**config.mk**
```make
export PLATFORM = sky130hd
export DESIGN_NAME = idiv_post_flat
export DESIGN_NICKNAME = d
export VERILOG_FILES = /design/src/rtl/idiv_pkg.sv /design/src/rtl/idiv_if.sv /design/src/rtl/idiv_post.sv /design/src/flat_wrapper.sv
export SDC_FILE = /design/constraint.sdc
export NUM_CORES = 1
export LEC_CHECK = 0
export ABC_CLOCK_PERIOD_IN_PS = 2300
export BUFFER_PORTS_ARGS = -buffer_cell sky130_fd_sc_hd__buf_4
export CORE_MARGIN = 2
export CORE_UTILIZATION = 45
export DETAILED_ROUTE_END_ITERATION = 7
export PLACE_DENSITY = 0.76
export SYNTH_ARGS = -nofsm -noshare
export SYNTH_HDL_FRONTEND = slang
export SYNTH_SLANG_ARGS = --single-unit
```
**constraint.sdc**
```tcl
create_clock -name i_clk -period 2.3 [get_ports i_clk]
set_clock_uncertainty 0.15 [all_clocks]
set_input_delay 0.115 -clock i_clk [delete_from_list [all_inputs] [get_ports i_clk]]
set_output_delay 0.115 -clock i_clk [all_outputs]
set_load 0.02 [all_outputs]
```
**src/rtl/idiv_pkg.sv**
```systemverilog
// Package for the pipelined integer divider: widths, defaults and stage control types.
package idiv_pkg;

    // Fixed width of the dividend, divisor and quotient fields on the ports.
    localparam int unsigned FIELD_W = 64;

    // Default operand width; legal range 8 to FIELD_W.
    localparam int unsigned DATA_WIDTH_DEF = 64;

    // Encoding of the op bit.
    localparam logic OP_SIGNED   = 1'b0;
    localparam logic OP_UNSIGNED = 1'b1;

    // Control that travels down the pipeline with each word.
    typedef struct packed {
        logic valid;     // stage holds a word
        logic negate;    // operand signs differ under signed division
        logic zero_div;  // divisor was zero, quotient forced to 0
    } t_stage_ctl;

endpackage

```
**src/rtl/idiv_if.sv**
```systemverilog


interface idiv_out_if;
    logic                              valid;
    logic                              ready;
    logic [idiv_pkg::FIELD_W-1:0]      quotient;

    modport source (output valid, output quotient, input ready);
    modport sink   (input valid, input quotient, output ready);
endinterface

```
**src/rtl/idiv_post.sv**
```systemverilog
// Output stage: zero-divisor override, sign correction and the quotient output register.
module idiv_post #(
    parameter int unsigned DATA_WIDTH = idiv_pkg::DATA_WIDTH_DEF
) (
    input  logic                       i_clk,
    input  logic                       i_rst_n,
    input  idiv_pkg::t_stage_ctl       i_ctl,
    input  logic [DATA_WIDTH-1:0]      i_quo,
    output logic                       o_ready,
    idiv_out_if.source                 o_out
);

    logic                             r_valid;
    logic [idiv_pkg::FIELD_W-1:0]     r_quotient, n_quotient;
    logic [DATA_WIDTH-1:0]            q;
    logic                             load;

    assign load    = !r_valid || o_out.ready;
    assign o_ready = load;

    always_comb begin
        if (i_ctl.zero_div) begin
            q = '0;
        end else if (i_ctl.negate) begin
            q = ~i_quo + {{(DATA_WIDTH-1){1'b0}}, 1'b1};
        end else begin
            q = i_quo;
        end
        // zero above the operand width
        n_quotient                 = '0;
        n_quotient[DATA_WIDTH-1:0] = q;
    end

    always_ff @(posedge i_clk) begin
        if (!i_rst_n) begin
            r_valid <= 1'b0;
        end else if (load) begin
            r_valid <= i_ctl.valid;
        end
    end

    always_ff @(posedge i_clk) begin
        if (load) begin
            r_quotient <= n_quotient;
        end
    end

    assign o_out.valid    = r_valid;
    assign o_out.quotient = r_quotient;

endmodule
```
**src/flat_wrapper.sv**
```systemverilog
// flat-port wrapper written by rule: the top's interface ports become plain ports
module idiv_post_flat 
#(
    parameter int unsigned DATA_WIDTH = idiv_pkg::DATA_WIDTH_DEF
)
  (i_clk, i_rst_n, i_ctl, i_quo, o_ready, o_out_valid, o_out_quotient, o_out_ready);
  idiv_out_if o_out_i ();
  input  logic i_clk;
  input  logic i_rst_n;
  input  idiv_pkg::t_stage_ctl i_ctl;
  input  logic [DATA_WIDTH-1:0] i_quo;
  output logic o_ready;
  output wire logic [$bits(o_out_i.valid)-1:0] o_out_valid;
  output wire logic [$bits(o_out_i.quotient)-1:0] o_out_quotient;
  input wire logic [$bits(o_out_i.ready)-1:0] o_out_ready;
  assign o_out_valid = o_out_i.valid;
  assign o_out_quotient = o_out_i.quotient;
  assign o_out_i.ready = o_out_ready;
  idiv_post #(.DATA_WIDTH(DATA_WIDTH)) u_core (.i_clk(i_clk), .i_rst_n(i_rst_n), .i_ctl(i_ctl), .i_quo(i_quo), .o_ready(o_ready), .o_out(o_out_i));
endmodule
```
==> flow_metrics.tcl <==
set metrics [dict create \
    status "finished, final reports clean" \
    max_freq_mhz 440.6 \
    insertion_delay_ps 330 \
    swShare_pct 27.05 \
    whs_ps 11.90 \
    dp_slack_ps -286.9 \
    drt_iter0_markers 131 \
    drc_errors 0 \
    seq_power_share_pct 44.5 \
    cts_buffers 9 \
    finalHoldViolations 0 \
    final_common_cell "buf_4" \
    io_pins 136 \
    worst_path_max_delay_cell "dlygate4sd3_1" \
    grt_pass1_wl_mm 15.33 \
    wirelength_mm 9.795 \
    r2r_cells 4 \
    dieArea_um2 9033 \
    cts-root-buf "clkbuf_8" \
    die_h_um 95.04 \
    viasPerCell 5.115 \
    drv_cap 0 \
    grt_max_degree 65 \
    clockBufferDepth 2 \
    num_vias 3386 \
    core_um2 8134 \
    relSlewSlack_pct 54.56 \
    fin_nets 623 \
    critPathMostFrequentCell "or3_4" \
    setup_viol 0 \
    rsz0062_at_grt "yes" \
    placed_cells 615 \
    power.static_leakage_nw 2.561 \
    area_growth_pct 55.92 \
    worstSetupStartpoint "i_quo[54]" \
    dp_hpwl_mm 6.803 \
    ys_ff_latch 65 \
    setup_slack_ps 30.26 \
    worstPathCellList "dlygate4sd3_1, buf_4, or3_4, or3_4, o41ai_4, xor2_1, nor2_1" \
    yosysWarnings 0 \
    vdd_drop_max_uv 306.9 \
    cts_tree "built" \
    final_cells 662 \
    timing.critical_path.to "u_core.o_out.quotient[57]" \
    drt_first_pass_iters 4 \
    critPathRequiredTime_ps 2200 \
    crit_type "primary input to register" \
    antenna_found_initial 0 \
    grt_pass1_vias 3316 \
    clock_sinks 65 \
    hold_depth 3 \
    worst_pin_slew_ps 681.7 \
    worstReg2RegStart "u_core.o_out.valid" \
    drv_slew 0 \
    cp_max_fo 4 \
    antenna_left 0 \
    syn_inst 336 \
    critPathArrivalTime_ps 2170 \
    rows 33 \
    syn_nets 407 \
    p_comb_share_pct 24.3 \
    htree_levels 3 \
    final_cell_mix "buf_4 (189), nor2_1 (71), edfxtp_1 (64), xor2_1 (61), dlygate4sd3_1 (31)" \
    rrSetupSlack_ps 610 \
    intPower_mw 2.414 \
    wl_per_cell_um 14.80 \
    max_stage_delay_ps 530 \
    p_sw_mw 0.8951 \
    period_share_pct 98.68 \
    synth_cell_types 34 \
    synth_seq_area_share_pct 52.06 \
    clk_pin_slew_worst_paths_ps 70 \
    r2r-end "u_core.o_out.valid" \
    hold_path.class "primary input to register" \
    post-route-min-period_ps 2270 \
    synth_area_per_cell_um2 11.10 \
    grt_util_all_layers_pct 21.97 \
    finalPower_mw 3.309 \
    initial_core_util_pct 45.85 \
    critPathLaunchType "primary input" \
    fin_tns_setup_ps 0 \
    critPathCaptureType "register" \
    gp_congestion 0.8313 \
    numPortBuffers 135 \
    gr-total-overflow 0 \
    die_w_um 95.04 \
    drive_gt1_share_pct 42.55 \
    p_per_area_nw_per_um2 569.0 \
    clkPwrFrac_pct 31.2 \
    syn-cell-area_um2 3730 \
    antenna_cells 0 \
]
[cell usage after synthesis]
library cell  number  area, µm²
nor2_1            73      274.0
edfxtp_1          64       1922
xor2_1            61      534.3
o21ai_0           18      90.09
clkbuf_1          15      56.30
or3_1             15      93.84
o31ai_1           14      105.1
nand2_1           13      48.80
o41ai_2           10      162.7
or4_1              8      60.06
o41ai_1            5      43.79
or2_2              5      31.28
inv_1              4      15.01
nand3_1            4      20.02
o31ai_2            4      50.05
o21ai_1            3      15.01
nand2b_1           2      12.51
nor4_1             2      12.51
a21boi_0           1      7.510
buf_6              1      11.26
dfxtp_1            1      20.02
ha_1               1      12.51
mux2i_1            1      10.01
nand2b_2           1      8.760
nand3b_1           1      7.510
nand4_1            1      6.260
nand4_4            1      21.27
nor2b_1            1      6.260
nor3_1             1      5.000
nor4_2             1      12.51
nor4_4             1      21.27
nor4b_2            1      15.01
or3b_2             1      8.760
xnor2_1            1      8.760
[sequential cells by signal (all words and copies together) (netlist names)]
| name | count |
|---|---|
| u_core.o_out.valid | 1 |
| u_core.o_out.quotient | 64 |
[power groups by stage]
stage | combinational (mW) | clock (mW) | sequential [mW]
3_5_place_dp | 0.752 | 0 | 1.50
2_1_floorplan | 0.209 | 0 | 1.65
3_3_place_gp | 0.738 | 0 | 1.50
6_report | 0.804 | 1.03 | 1.47
4_1_cts | 0.795 | 1.05 | 1.47
5_1_grt | 0.869 | 1.11 | 1.48
[stage by stage]
stage                     area, µm²  util (%)
after floorplan                3732         -
after CTS                      5746     70.64
after detailed placement       5235     64.36
after global placement         5235     64.36
final                          5816     71.50
after global routing           5816     71.50
[critical path: cells and delay by family]
| kind | cells | cell delay, ps |
|---|---|---|
| xor gates and xnor gates | 1 | 220 |
| AOI/OAI and AO/OA | 1 | 340 |
| and+or+nand+nor | 3 | 800 |
| buffers and inverters | 2 | 690 |
[kinds of logic (layout without fill, tap and decap cells)]
group                    after synthesis  count (layout)  synth area share, %
AO/OA/AOI/OAI                         55              55                12.71
XOR/XNOR                              62              62                14.56
buffers and inverters                 20             241                2.214
adder cells (fa/ha/maj)                1               1               0.3354
AND/OR/NAND/NOR                      132             132                17.85
multiplexers                           1               1               0.2684
flip-flops                            65              65                52.06
[per-layer routing]
metal  global-route usage, %  vias up  wire length, µm
met4                   7.367        0              150
met3                   4.506       10              547
met1                   27.62     1624             4098
met2                   37.83      104             4998
met5                       0        -                0
li1                        -     1648                -
[final cells by class]
class	count	area [µm²]
fillers	573	2318
well taps	105	131.4
repair buffers	221	1749
clock buffers	14	172.7
flip-flops and latches	65	1942
clock inverters	2	37.54
inverters	4	15.01
multi-input cells	251	1768
[how the worst min path moves through the flow]
stage | from | endpoint
floorplan | i_ctl[2] | u_core.o_out.valid
global placement | i_ctl[2] | u_core.o_out.valid
detailed placement | i_ctl[2] | u_core.o_out.valid
CTS | i_quo[37] | u_core.o_out.quotient[37]
global route | i_quo[29] | u_core.o_out.quotient[29]
finish | i_quo[29] | u_core.o_out.quotient[29]
[repair_timing]
item / 4_1_cts / 5_1_grt
endpoints found under the hold margin: 29 / 1
hold buffers: 30 / 1
buffers inserted: 0 / 0
setup endpoints to repair: 0 / 15
gates resized for setup: 0 / 11
No activity file was read; power rests on OpenSTA's default activity.
