--- src/rtl/idiv_pkg.sv ---
// Package for the pipelined integer divider: widths, defaults and stage control types.
package idiv_pkg;

    // Fixed width of the dividend, divisor and quotient fields on the ports.
    localparam int unsigned FIELD_W = 64;

    // Default operand width; legal range 8 to FIELD_W.
    localparam int unsigned DATA_WIDTH_DEF = 64;

    // Encoding of the op bit.
    localparam logic OP_SIGNED   = 1'b0;
    localparam logic OP_UNSIGNED = 1'b1;

    // Control that travels down the pipeline with each word.
    typedef struct packed {
        logic valid;     // stage holds a word
        logic negate;    // operand signs differ under signed division
        logic zero_div;  // divisor was zero, quotient forced to 0
    } t_stage_ctl;

endpackage

--- src/rtl/idiv_step.sv ---
// One restoring division step: shift in a dividend bit, trial subtract, record quotient bit.
module idiv_step #(
    parameter int unsigned DATA_WIDTH = idiv_pkg::DATA_WIDTH_DEF
) (
    input  logic                       i_clk,
    input  logic                       i_rst_n,
    input  idiv_pkg::t_stage_ctl       i_ctl,
    input  logic [DATA_WIDTH-1:0]      i_rem,
    input  logic [DATA_WIDTH-1:0]      i_den,
    input  logic [DATA_WIDTH-1:0]      i_nq,
    output logic                       o_ready,
    input  logic                       i_ready,
    output idiv_pkg::t_stage_ctl       o_ctl,
    output logic [DATA_WIDTH-1:0]      o_rem,
    output logic [DATA_WIDTH-1:0]      o_den,
    output logic [DATA_WIDTH-1:0]      o_nq
);

    // nq holds the unconsumed dividend bits at the top and the quotient bits at the bottom.
    idiv_pkg::t_stage_ctl  r_ctl;
    logic [DATA_WIDTH-1:0] r_rem, n_rem;
    logic [DATA_WIDTH-1:0] r_den;
    logic [DATA_WIDTH-1:0] r_nq, n_nq;
    logic [DATA_WIDTH:0]   shifted, diff;
    logic                  load;

    assign load    = !r_ctl.valid || i_ready;
    assign o_ready = load;

    always_comb begin
        shifted = {i_rem, i_nq[DATA_WIDTH-1]};
        diff    = shifted - {1'b0, i_den};
        // no borrow: remainder fits, quotient bit is one
        if (!diff[DATA_WIDTH]) begin
            n_rem = diff[DATA_WIDTH-1:0];
            n_nq  = {i_nq[DATA_WIDTH-2:0], 1'b1};
        end else begin
            n_rem = shifted[DATA_WIDTH-1:0];
            n_nq  = {i_nq[DATA_WIDTH-2:0], 1'b0};
        end
    end

    always_ff @(posedge i_clk) begin
        if (!i_rst_n) begin
            r_ctl <= '0;
        end else if (load) begin
            r_ctl <= i_ctl;
        end
    end

    always_ff @(posedge i_clk) begin
        if (load) begin
            r_rem <= n_rem;
            r_den <= i_den;
            r_nq  <= n_nq;
        end
    end

    assign o_ctl = r_ctl;
    assign o_rem = r_rem;
    assign o_den = r_den;
    assign o_nq  = r_nq;

endmodule

--- config.mk ---
export PLATFORM = sky130hd
export DESIGN_NAME = idiv_step
export DESIGN_NICKNAME = d
export VERILOG_FILES = /design/src/rtl/idiv_pkg.sv /design/src/rtl/idiv_step.sv
export SDC_FILE = /design/constraint.sdc
export NUM_CORES = 1
export LEC_CHECK = 0
export BUFFER_PORTS_ARGS = -buffer_cell sky130_fd_sc_hd__buf_2
export CORE_MARGIN = 2
export CORE_UTILIZATION = 30
export DETAILED_ROUTE_END_ITERATION = 8
export GPL_ROUTABILITY_DRIVEN = 0
export PLACE_DENSITY = 0.61
export SLEW_MARGIN = 5
export SYNTH_ARGS = -nofsm -noshare
export SYNTH_HDL_FRONTEND = slang
export SYNTH_SLANG_ARGS = --single-unit
--- constraint.sdc ---
create_clock -name i_clk -period 5.9 [get_ports i_clk]
set_input_delay 0 -clock i_clk [delete_from_list [all_inputs] [get_ports i_clk]]
set_output_delay 0 -clock i_clk [all_outputs]
set_load 0.02 [all_outputs]
==> report_table.html <==
<table>
<tr><th>Metric</th><th>Value</th></tr>
<tr><th colspan="2">Detailed routing</th></tr>
<tr><td>Antenna-violating nets left</td><td>0</td></tr>
<tr><td>Final routed wirelength across all metal layers</td><td>33600 µm</td></tr>
<tr><td>Per-cell via count in the routed design</td><td>4.68</td></tr>
<tr><td>Overall via count from detail_route</td><td>9254</td></tr>
<tr><td>Final routed wire length divided by cell count</td><td>17.0 µm</td></tr>
<tr><td>DRC violations left</td><td>0</td></tr>
<tr><td>Starting DRC count in detailed routing</td><td>533</td></tr>
<tr><td>Number of detailed-routing iterations run before antenna repair</td><td>5</td></tr>
<tr><th colspan="2">Yosys</th></tr>
<tr><td>Synthesized Nets</td><td>1179</td></tr>
<tr><td>Area share of the largest cell type after synthesis</td><td>52.2%</td></tr>
<tr><td>Main area contributors after synthesis</td><td>edfxtp_1 (52%), mux2_4 (7.9%), ha_1 (7.3%)</td></tr>
<tr><td>Dominant cell type by area after synthesis</td><td>edfxtp_1</td></tr>
<tr><td>Most numerous cell types in the synthesized netlist</td><td>edfxtp_1 (192), inv_1 (93), a21oi_1 (70), ha_1 (64), mux2_4 (58)</td></tr>
<tr><td>EDFF count, synth</td><td>192</td></tr>
<tr><td>Most used flip-flop cell after synthesis</td><td>edfxtp_1</td></tr>
<tr><td>Combinational family with the most area after synthesis</td><td>compound AO/OA/AOI/OAI gates</td></tr>
<tr><td>Number of library cell types mapped by synthesis</td><td>69</td></tr>
<tr><td>Mean instance size in the synthesized netlist</td><td>12.0 µm²</td></tr>
<tr><td>Warning count from the yosys run</td><td>0</td></tr>
<tr><td>Leading cell type by number of instances after synthesis</td><td>edfxtp_1</td></tr>
<tr><td>Count of mapped cells out of synthesis</td><td>916</td></tr>
<tr><td>Post-synthesis instance area</td><td>11000 µm²</td></tr>
<tr><td>Share of cell area taken by muxes after synthesis</td><td>8.74%</td></tr>
<tr><td>XOR/XNOR share of the synthesized area</td><td>4.84%</td></tr>
<tr><td>Area fraction in compound gates after synthesis</td><td>13.4%</td></tr>
<tr><td>Synth Area in Adders</td><td>7.44%</td></tr>
<tr><td>Async set or reset register ratio after synthesis</td><td>0%</td></tr>
<tr><td>Proportion of synthesized chip area in sequential cells</td><td>52.8%</td></tr>
<tr><td>Post-synthesis share of cell area spent on and, or, nand and nor gates</td><td>7.97%</td></tr>
<tr><td>FF+latch count, synth</td><td>195</td></tr>
<tr><th colspan="2">Hold path</th></tr>
<tr><td>Startpoint of the most critical hold path</td><td>i_rem[63]</td></tr>
<tr><td>Number of cells traversed by the worst hold path</td><td>5</td></tr>
<tr><td>Class of the worst hold path</td><td>in2reg</td></tr>
<tr><td>Hold endpoint</td><td>o_rem[1]</td></tr>
<tr><th colspan="2">Global route</th></tr>
<tr><td>Gr usage total</td><td>17.1%</td></tr>
<tr><td>Antenna violations before repair</td><td>1</td></tr>
<tr><td>Via count of the first global-routing pass</td><td>9446</td></tr>
<tr><td>Global-route wire length before repair</td><td>51000 µm</td></tr>
<tr><td>Global-route congestion overflow total</td><td>0</td></tr>
<tr><td>Maximum number of pins on one net before global-route repair</td><td>78</td></tr>
<tr><th colspan="2">STA</th></tr>
<tr><td>Total negative setup slack</td><td>0 ns</td></tr>
<tr><td>Count of final hold-check violations</td><td>0</td></tr>
<tr><td>Peak Freq</td><td>215 MHz</td></tr>
<tr><td>Headroom to the max-slew limit</td><td>31.9%</td></tr>
<tr><td>Post-route clock period utilization</td><td>78.7%</td></tr>
<tr><td>Final critical delay including setup and external delays</td><td>4.64 ns</td></tr>
<tr><td>Worst slew pin tran</td><td>1.02 ns</td></tr>
<tr><td>Setup clock skew after layout</td><td>0.00903 ns</td></tr>
<tr><td>Unrepaired setup endpoints after global routing</td><td>no</td></tr>
<tr><td>Setup-violating endpoint count in the final report</td><td>0</td></tr>
<tr><td>Pins Over Slew Limit</td><td>0</td></tr>
<tr><th colspan="2">Floorplan</th></tr>
<tr><td>Height of the die</td><td>196 µm</td></tr>
<tr><td>I/O pins</td><td>394</td></tr>
<tr><td>Total die area</td><td>38300 µm²</td></tr>
<tr><td>Effective utilization at floorplan</td><td>30.3%</td></tr>
<tr><td># rows</td><td>70</td></tr>
<tr><td>Core ar.</td><td>36400 µm²</td></tr>
<tr><td>Die boundary width</td><td>196 µm</td></tr>
<tr><th colspan="2">Worst setup path</th></tr>
<tr><td>FF-to-FF End</td><td>o_rem[2]</td></tr>
<tr><td>Maximum fanout encountered on the critical timing path</td><td>33</td></tr>
<tr><td>Worst Reg-to-Reg Cells</td><td>2</td></tr>
<tr><td>Critical R2R Launch</td><td>o_ctl[2]</td></tr>
<tr><td>Crit path DAT</td><td>4.86 ns</td></tr>
<tr><td>Critical path class</td><td>in2reg</td></tr>
<tr><td>Data required time of the worst path</td><td>6.12 ns</td></tr>
<tr><td>Setup slack of the worst register-to-register path</td><td>3.70 ns</td></tr>
<tr><td>CP Capture Type</td><td>register</td></tr>
<tr><td>CP Launch Type</td><td>input pin</td></tr>
<tr><th colspan="2">Power and ir drop</th></tr>
<tr><td>Static leakage</td><td>7.38 nW</td></tr>
<tr><td>Total power density per cell area</td><td>267 nW/µm²</td></tr>
<tr><td>Maximum vdd drop</td><td>202 µV</td></tr>
<tr><td>Overall power</td><td>4.28 mW</td></tr>
<tr><th colspan="2">Clocking</th></tr>
<tr><td>TritonCTS sink count</td><td>195</td></tr>
<tr><td>Root Buffer Master</td><td>clkbuf_16</td></tr>
<tr><td>Number of setup buffers added after CTS</td><td>0</td></tr>
<tr><td>Maximum number of buffers from clock root to sink</td><td>2</td></tr>
<tr><td>Clock Pin Slew Worst Setup and Hold Paths</td><td>0.08 ns</td></tr>
<tr><td>Clock latency at the later pin of the worst-skew pair</td><td>0.45 ns</td></tr>
<tr><td>TritonCTS clock tree</td><td>built</td></tr>
<tr><td>Number of buffers created by CTS</td><td>17</td></tr>
<tr><td>H-tree levels</td><td>4</td></tr>
<tr><td>Cts hold-fix bufs</td><td>195</td></tr>
<tr><td>CTS-repair resized insts</td><td>0</td></tr>
<tr><th colspan="2">Final layout</th></tr>
<tr><td>Syn-to-layout area delta</td><td>45.2%</td></tr>
<tr><td>Number of fillers in the final layout</td><td>3383</td></tr>
<tr><td>Layout cells sized above 1</td><td>33.3%</td></tr>
<tr><td>Number of nets in the final layout</td><td>1757</td></tr>
<tr><td>Utilization of the core after routing</td><td>44.0%</td></tr>
<tr><th colspan="2">Run</th></tr>
<tr><td>MaxCap Viol Count</td><td>0</td></tr>
<tr><th colspan="2">Placement</th></tr>
<tr><td>Post-DP HPWL</td><td>25000 µm</td></tr>
<tr><td>Number of I/O port buffers</td><td>393</td></tr>
<tr><th colspan="2">Run status</th></tr>
<tr><td>Status</td><td>finished, final reports clean</td></tr>
</table>
-- sequential cells by signal, indices dropped and copies added (netlist names) --
signal	cells
o_ctl	3
o_den	64
o_nq	64
o_rem	64
-- area by class of cell --
cell class                 instances  area, µm²  area share (%)
sequential                       195       5830            36.3
multi-input combinational        594       4690            29.3
timing repair buffer             592       3960            24.7
tap                              468        586            3.65
clock buffer                      19        443            2.76
inverter                          94        355            2.22
clock inverter                    13        164            1.02
antenna                            1       2.50          0.0156
-- worst max-delay path by stage --
stage	startpoint	end	depth (start not counted)
after detailed placement	i_den[0]	o_rem[63]	15
after global placement	i_den[0]	o_rem[63]	15
after CTS	i_den[0]	o_rem[63]	16
after floorplan	o_ctl[2]	o_ctl[2]	2
after global routing	i_den[0]	o_rem[63]	16
final	i_den[0]	o_rem[63]	16
-- report_power, final --
| group | switching [mW] | internal, mW | total [mW] |
|---|---|---|---|
| clock network | 0.586 | 0.653 | 1.24 |
| logic | 0.715 | 0.570 | 1.29 |
| registers | 0.0419 | 1.72 | 1.76 |
-- worst max-delay path: stages --
cell and delay [ns]:
dlygate4sd3_1 0.54, buf_2 0.14, ha_1 0.22, fa_1 0.40, and2b_1 0.25, o211ai_2 0.14
a31oi_4 0.24, a21boi_2 0.13, o311a_1 0.45, o31a_1 0.40, o41ai_4 0.39, and3b_1 0.29
nor3_4 0.09, inv_4 0.46, buf_12 0.34, mux2_1 0.35
-- cells in the final DEF (no fill, tap or decap), types with 16 or more instances in the layout --
cell type,netlist,routed
ha_1,64,64
a21oi_1,70,70
inv_1,93,93
buf_2,4,393
dlygate4sd3_1,0,195
clkbuf_16,0,17
a21o_1,29,29
mux2_4,58,58
xor2_1,28,28
edfxtp_1,192,192
nand4_1,18,18
nand2_1,53,53
xnor2_1,33,33
nor2_1,43,43
o21ai_0,41,41
nand3_1,16,16
-- cells by family after synthesis --
logic type,count (synthesis)
DFF,195
AOI/OAI and AO/OA,223
buffers and inverters,127
muxes,67
and+or+nand+nor,178
adders and majority gates,65
xor gates and xnor gates,61
-- stage by stage --
step | instance area (µm²) | setup WS (ns) | hold WS (ns) | std cells
after floorplan | 11000 | 0.0912 | 0.0989 | 916
after global placement | 13500 | 1.42 | 0.177 | 1748
after detailed placement | 13500 | 1.29 | 0.178 | 1748
after CTS | 16000 | 1.25 | 0.188 | 1975
after global routing | 16000 | 1.06 | 0.224 | 1975
final | 16000 | 1.26 | 0.237 | 1976
-- routing by layer --
layer  global-route usage (%)  up-vias  part of all wire (%)
met4                     5.30        0                   1.7
met2                     29.8      341                    49
met1                     21.3     4359                    43
li1                         -     4524                     -
met5                        0        -                     0
met3                     3.68       30                   6.4
No activity file was read; power rests on OpenSTA's default activity.
