$ cat src/rtl/idiv_pkg.sv
// Package for the pipelined integer divider: widths, defaults and stage control types.
package idiv_pkg;

    // Fixed width of the dividend, divisor and quotient fields on the ports.
    localparam int unsigned FIELD_W = 64;

    // Default operand width; legal range 8 to FIELD_W.
    localparam int unsigned DATA_WIDTH_DEF = 64;

    // Encoding of the op bit.
    localparam logic OP_SIGNED   = 1'b0;
    localparam logic OP_UNSIGNED = 1'b1;

    // Control that travels down the pipeline with each word.
    typedef struct packed {
        logic valid;     // stage holds a word
        logic negate;    // operand signs differ under signed division
        logic zero_div;  // divisor was zero, quotient forced to 0
    } t_stage_ctl;

endpackage

$ cat src/rtl/idiv_if.sv
// Valid/ready channel interfaces for divider operands and quotients.
interface idiv_in_if;
    logic                              valid;
    logic                              ready;
    logic                              op;
    logic [idiv_pkg::FIELD_W-1:0]      dividend;
    logic [idiv_pkg::FIELD_W-1:0]      divisor;

    modport source (output valid, output op, output dividend, output divisor, input ready);
    modport sink   (input valid, input op, input dividend, input divisor, output ready);
endinterface


$ cat src/rtl/idiv_pre.sv
// Operand conditioning stage: width trim, magnitudes, sign and zero-divisor flags.
module idiv_pre #(
    parameter int unsigned DATA_WIDTH = idiv_pkg::DATA_WIDTH_DEF
) (
    input  logic                       i_clk,
    input  logic                       i_rst_n,
    idiv_in_if.sink                    i_in,
    input  logic                       i_ready,
    output idiv_pkg::t_stage_ctl       o_ctl,
    output logic [DATA_WIDTH-1:0]      o_num,
    output logic [DATA_WIDTH-1:0]      o_den
);

    idiv_pkg::t_stage_ctl  r_ctl, n_ctl;
    logic [DATA_WIDTH-1:0] r_num, n_num;
    logic [DATA_WIDTH-1:0] r_den, n_den;
    logic                  load;

    logic [DATA_WIDTH-1:0] a, b;
    logic                  is_signed, neg_a, neg_b;

    assign load       = !r_ctl.valid || i_ready;
    assign i_in.ready = load;

    always_comb begin
        a         = i_in.dividend[DATA_WIDTH-1:0];
        b         = i_in.divisor[DATA_WIDTH-1:0];
        is_signed = (i_in.op == idiv_pkg::OP_SIGNED);
        neg_a     = is_signed && a[DATA_WIDTH-1];
        neg_b     = is_signed && b[DATA_WIDTH-1];
        n_num     = neg_a ? (~a + {{(DATA_WIDTH-1){1'b0}}, 1'b1}) : a;
        n_den     = neg_b ? (~b + {{(DATA_WIDTH-1){1'b0}}, 1'b1}) : b;
        n_ctl.valid    = i_in.valid;
        n_ctl.negate   = neg_a ^ neg_b;
        n_ctl.zero_div = (b == '0);
    end

    always_ff @(posedge i_clk) begin
        if (!i_rst_n) begin
            r_ctl <= '0;
        end else if (load) begin
            r_ctl <= n_ctl;
        end
    end

    always_ff @(posedge i_clk) begin
        if (load) begin
            r_num <= n_num;
            r_den <= n_den;
        end
    end

    assign o_ctl = r_ctl;
    assign o_num = r_num;
    assign o_den = r_den;

endmodule

$ cat src/flat_wrapper.sv
// flat-port wrapper written by rule: the top's interface ports become plain ports
module idiv_pre_flat 
#(
    parameter int unsigned DATA_WIDTH = idiv_pkg::DATA_WIDTH_DEF
)
  (i_clk, i_rst_n, i_ready, o_ctl, o_num, o_den, i_in_valid, i_in_op, i_in_dividend, i_in_divisor, i_in_ready);
  idiv_in_if i_in_i ();
  input  logic i_clk;
  input  logic i_rst_n;
  input  logic i_ready;
  output idiv_pkg::t_stage_ctl o_ctl;
  output logic [DATA_WIDTH-1:0] o_num;
  output logic [DATA_WIDTH-1:0] o_den;
  input wire logic [$bits(i_in_i.valid)-1:0] i_in_valid;
  input wire logic [$bits(i_in_i.op)-1:0] i_in_op;
  input wire logic [$bits(i_in_i.dividend)-1:0] i_in_dividend;
  input wire logic [$bits(i_in_i.divisor)-1:0] i_in_divisor;
  output wire logic [$bits(i_in_i.ready)-1:0] i_in_ready;
  assign i_in_i.valid = i_in_valid;
  assign i_in_i.op = i_in_op;
  assign i_in_i.dividend = i_in_dividend;
  assign i_in_i.divisor = i_in_divisor;
  assign i_in_ready = i_in_i.ready;
  idiv_pre #(.DATA_WIDTH(DATA_WIDTH)) u_core (.i_clk(i_clk), .i_rst_n(i_rst_n), .i_in(i_in_i), .i_ready(i_ready), .o_ctl(o_ctl), .o_num(o_num), .o_den(o_den));
endmodule
$ cat config.mk
export PLATFORM = sky130hd
export DESIGN_NAME = idiv_pre_flat
export DESIGN_NICKNAME = d
export VERILOG_FILES = /design/src/rtl/idiv_pkg.sv /design/src/rtl/idiv_if.sv /design/src/rtl/idiv_pre.sv /design/src/flat_wrapper.sv
export SDC_FILE = /design/constraint.sdc
export NUM_CORES = 1
export LEC_CHECK = 0
export BUFFER_PORTS_ARGS = -buffer_cell sky130_fd_sc_hd__buf_2
export CAP_MARGIN = 20
export CELL_PAD_IN_SITES_DETAIL_PLACEMENT = 1
export CELL_PAD_IN_SITES_GLOBAL_PLACEMENT = 2
export CORE_MARGIN = 2
export CORE_UTILIZATION = 30
export DETAILED_ROUTE_END_ITERATION = 8
export GPL_ROUTABILITY_DRIVEN = 0
export PLACE_DENSITY = 0.8
export SYNTH_ARGS = -nofsm -noshare
export SYNTH_HDL_FRONTEND = slang
export SYNTH_SLANG_ARGS = --single-unit
$ cat constraint.sdc
create_clock -name i_clk -period 4 [get_ports i_clk]
set_input_delay 0.4 -clock i_clk [delete_from_list [all_inputs] [get_ports i_clk]]
set_output_delay 0.4 -clock i_clk [all_outputs]
set_load 0.05 [all_outputs]
==> summary.txt <==
Layout
  – Area growth syn-to-layout: 32.1%
  – Fraction of final layout cells sized beyond drive strength 1: 36.1%
  – Nets@finish: 1005

GRT
  – Antenna violations before repair: 2
  – Pin count of the biggest net entering global routing: 63
  – Remaining Overflow, GRT: 0
  – Via count of the first global-routing pass: 6007
  – Total global-route track usage: 18.0%
  – First-pass GRT wire length: 33.7 mm

Synthesis
  – Leading post-synthesis cells by cell area: sky130_fd_sc_hd__edfxtp_1 (56%), sky130_fd_sc_hd__xor2_1 (9.7%), sky130_fd_sc_hd__xnor2_1 (6.0%)
  – Most used standard cell by instance count after synthesis: sky130_fd_sc_hd__edfxtp_1
  – Mapped Avg Cell Area: 11.6 sq um
  – Number of synthesized flops with an enable pin: 128
  – Area share of the leading cell type in the synthesized netlist: 55.8%
  – Synthesis-stage register bit count: 131
  – Register area share after synthesis: 56.7%
  – Leading post-synthesis cells by instance count: sky130_fd_sc_hd__edfxtp_1 (128), sky130_fd_sc_hd__xor2_1 (76), sky130_fd_sc_hd__nor2_1 (52)
  – Synth Net Count: 730
  – Count of synthesis-stage warnings from yosys: 0
  – Unique cell type count in the Yosys netlist: 40
  – Most common flop cell mapped by yosys: sky130_fd_sc_hd__edfxtp_1
  – Mapped Area: 6890 sq um
  – Gate count of the mapped netlist: 595
  – Fraction of synthesis flops using an asynchronous set or reset pin: 0%
  – Cell taking the most area after synthesis: sky130_fd_sc_hd__edfxtp_1

Die
  – Area of the core: 22600 sq um
  – Starting density of the core: 30.5%
  – I/O pin total: 265
  – Floorplan row count: 55
  – Die Ht: 156 microns
  – Horiz. Die Dim: 156 microns
  – Die area: 24200 sq um

Route
  – DRC violation count after routing: 0
  – Via count normalized by instance count: 5.02
  – First DRT Iteration DRCs: 263
  – DR vias: 5864
  – Final routed wirelength across all metal layers: 22.0 mm
  – Average wire per standard cell: 18.8 microns
  – Post-DRT Antenna Nets: 0
  – Drt pass-1 iters: 4

Setup path
  – Setup CP Type: in2reg
  – Delay of the slowest cell on the worst path: 760 ps
  – Endpoint required time on the critical path: 4150 ps
  – Kind of start point of the critical path: input pin
  – Most frequent cell on the critical path: sky130_fd_sc_hd__or4_1
  – Number of buffer and inverter instances along the worst setup path: 1
  – Cell family with the largest share of critical-path delay: simple AND/OR/NAND/NOR gates
  – Reg-to-reg startpoint: u_core.o_ctl[2]
  – Maximum fanout encountered on the critical timing path: 7
  – Critical-path top delay cell: sky130_fd_sc_hd__or4_1
  – Cell-by-cell trace of the critical path: buf_2 > or4_1 > or4_1 > nor4_4 > a31oi_1 > xor2_1
  – Data arrival time of the worst path: 2770 ps
  – Start point of the critical path: i_in_divisor[16]
  – Endpoint kind of the worst setup timing path: register

Placement
  – Number of I/O port buffers: 264
  – Detail Placement HPWL: 16.9 mm

STA
  – Time the final worst path needs with I/O delays and setup: 2620 ps
  – Achievable frequency: 382 MHz
  – Max_slew headroom: 30.1%
  – Fin. Hold Viols: 0
  – Hold WS: 201 ps
  – Aggregate negative setup slack: 0 ps
  – Post-route fraction of the period consumed by the critical path: 65.4%
  – Number of setup violations in the final report: 0
  – Setup repair after global routing missed its margin: false
  – Worst Skew: 13.1 ps
  – Number of pins exceeding their max-slew limit in the final report: 0
  – Transition time at the pin with the least slew margin: 1040 ps

Min path
  – Min-Delay Startpoint: i_in_valid
  – Hold Crit Class: in2reg

Power and ir drop
  – Sequential share of power: 41.7%
  – Relative contribution of combinational cells to total power: 25.2%
  – Clock power frac: 33.1%
  – Static power due to leakage: 0.00370 uW
  – Max IR drop VDD: 240 uV
  – Sw Share: 34.7%
  – Final Total Pwr: 4150 uW
  – Pwr dens: 456 nW/um^2
  – Net switching power: 1440 uW
  – Internal power: 2710 uW

CTS
  – Maximum buffer depth of the clock tree: 2
  – Skew-Pair Late Insertion Delay: 420 ps
  – TritonCTS clock tree: done
  – TritonCTS buffer count: 17
  – Buffer cell driving the clock tree root: sky130_fd_sc_hd__clkbuf_16
  – CTS Sinks: 131
  – H-tree depth: 4
  – Post-CTS Setup Inserts: 0
  – Cells resized by post-CTS repair: 0
  – Post-CTS Hold Fix Bufs: 0
  – Post-CTS clock slew at the launch and capture registers of the worst setup and hold paths: 60 ps

Job
  – Max-capacitance violation count: 0

Run status
  – Outcome: complete, no violations
kinds of logic (layout without fill, tap and decap cells):
family | Yosys count | after routing | synth area share (%)
AND/OR/NAND/NOR | 188 | 188 | 15.1
flip-flops | 131 | 131 | 56.7
XOR/XNOR | 123 | 123 | 15.6
AO/OA/AOI/OAI | 111 | 111 | 10.0
buffers and inverters | 40 | 327 | 2.27
adder cells (fa/ha/maj) | 2 | 2 | 0.363
other | 0 | 2 | 0
through the flow:
step | std cells | cell area [sq um] | setup WS [ps] | util [%]
finish | 1169 | 9100 | 1380 | 40.3
global route | 1167 | 9100 | 1210 | 40.3
CTS | 1167 | 9100 | 1380 | 40.3
detailed placement | 1136 | 8600 | 940 | 38.1
global placement | 1136 | 8600 | 961 | 38.1
floorplan | 595 | 6890 | 14.5 | -
layout make-up:
class	count	area [sq um]
sequential	131	3900
multi-input combinational	424	2840
fill	2547	13500
clock buffer	19	433
inverter	18	70.1
timing repair buffer	278	1430
clock inverter	12	68.8
antenna	2	5.00
tap	285	357
worst register-to-register path: stages, from the launching register on:
cell and delay, ps:
sky130_fd_sc_hd__dfxtp_1 300, sky130_fd_sc_hd__nor2b_1 120, sky130_fd_sc_hd__buf_4 160, sky130_fd_sc_hd__inv_4 600, sky130_fd_sc_hd__buf_4 620
cells in the final DEF (no fill, tap or decap), types with 2 or more instances in the layout:
cell / instances
sky130_fd_sc_hd__nor4_1: 24
sky130_fd_sc_hd__or4_4: 2
sky130_fd_sc_hd__or4_1: 13
sky130_fd_sc_hd__nand3_1: 5
sky130_fd_sc_hd__nor3b_1: 3
sky130_fd_sc_hd__a31oi_1: 30
sky130_fd_sc_hd__ha_1: 2
sky130_fd_sc_hd__nor2b_1: 7
sky130_fd_sc_hd__clkinv_1: 3
sky130_fd_sc_hd__or3_1: 7
sky130_fd_sc_hd__clkbuf_1: 2
sky130_fd_sc_hd__clkbuf_16: 17
sky130_fd_sc_hd__inv_1: 17
sky130_fd_sc_hd__buf_2: 264
sky130_fd_sc_hd__o31ai_1: 10
sky130_fd_sc_hd__edfxtp_1: 128
sky130_fd_sc_hd__o41ai_1: 4
sky130_fd_sc_hd__nand4b_1: 3
sky130_fd_sc_hd__nor3_1: 32
sky130_fd_sc_hd__and4_1: 2
sky130_fd_sc_hd__nand2b_1: 5
sky130_fd_sc_hd__nand4_1: 5
sky130_fd_sc_hd__nor4_2: 3
sky130_fd_sc_hd__nand2_1: 17
sky130_fd_sc_hd__xor2_1: 76
sky130_fd_sc_hd__a41oi_1: 7
sky130_fd_sc_hd__a21oi_1: 40
sky130_fd_sc_hd__xnor2_1: 47
sky130_fd_sc_hd__o21ai_0: 14
sky130_fd_sc_hd__and2_1: 2
sky130_fd_sc_hd__nor2_1: 52
sky130_fd_sc_hd__clkinvlp_4: 5
sky130_fd_sc_hd__clkinv_2: 4
sky130_fd_sc_hd__dfxtp_1: 3
sky130_fd_sc_hd__buf_4: 14
sky130_fd_sc_hd__diode_2: 2
power by group through the flow:
stage | combinational, uW | clock [uW] | sequential, uW
floorplan | 192 | 0 | 2300
global placement | 1040 | 0 | 1760
detailed placement | 1050 | 0 | 1760
CTS | 1060 | 1420 | 1730
global route | 1100 | 1470 | 1740
finish | 1050 | 1370 | 1730
path summary, 6_finish.rpt:
check,endpoint,slack [ps],cells after the start
setup / recovery,u_core.o_den[52],1380,6
hold / removal,u_core.o_ctl[2],200,2
setup reg to reg,u_core.o_num[13],1830,4
hold reg to reg,u_core.o_ctl[0],470,2
registers in the layout (all words and copies together), names as in the netlist:
register and cells:
u_core.o_num 64, u_core.o_ctl 3, u_core.o_den 64
routing by layer:
layer | routed length, microns | global-route usage, % | share of wire [%]
met5 | 13 | 0 | 0.059
met1 | 9190 | 21.5 | 42
met2 | 10600 | 30.7 | 48
met4 | 278 | 4.98 | 1.3
met3 | 1870 | 6.67 | 8.5
(Power assumes the default switching activity.)
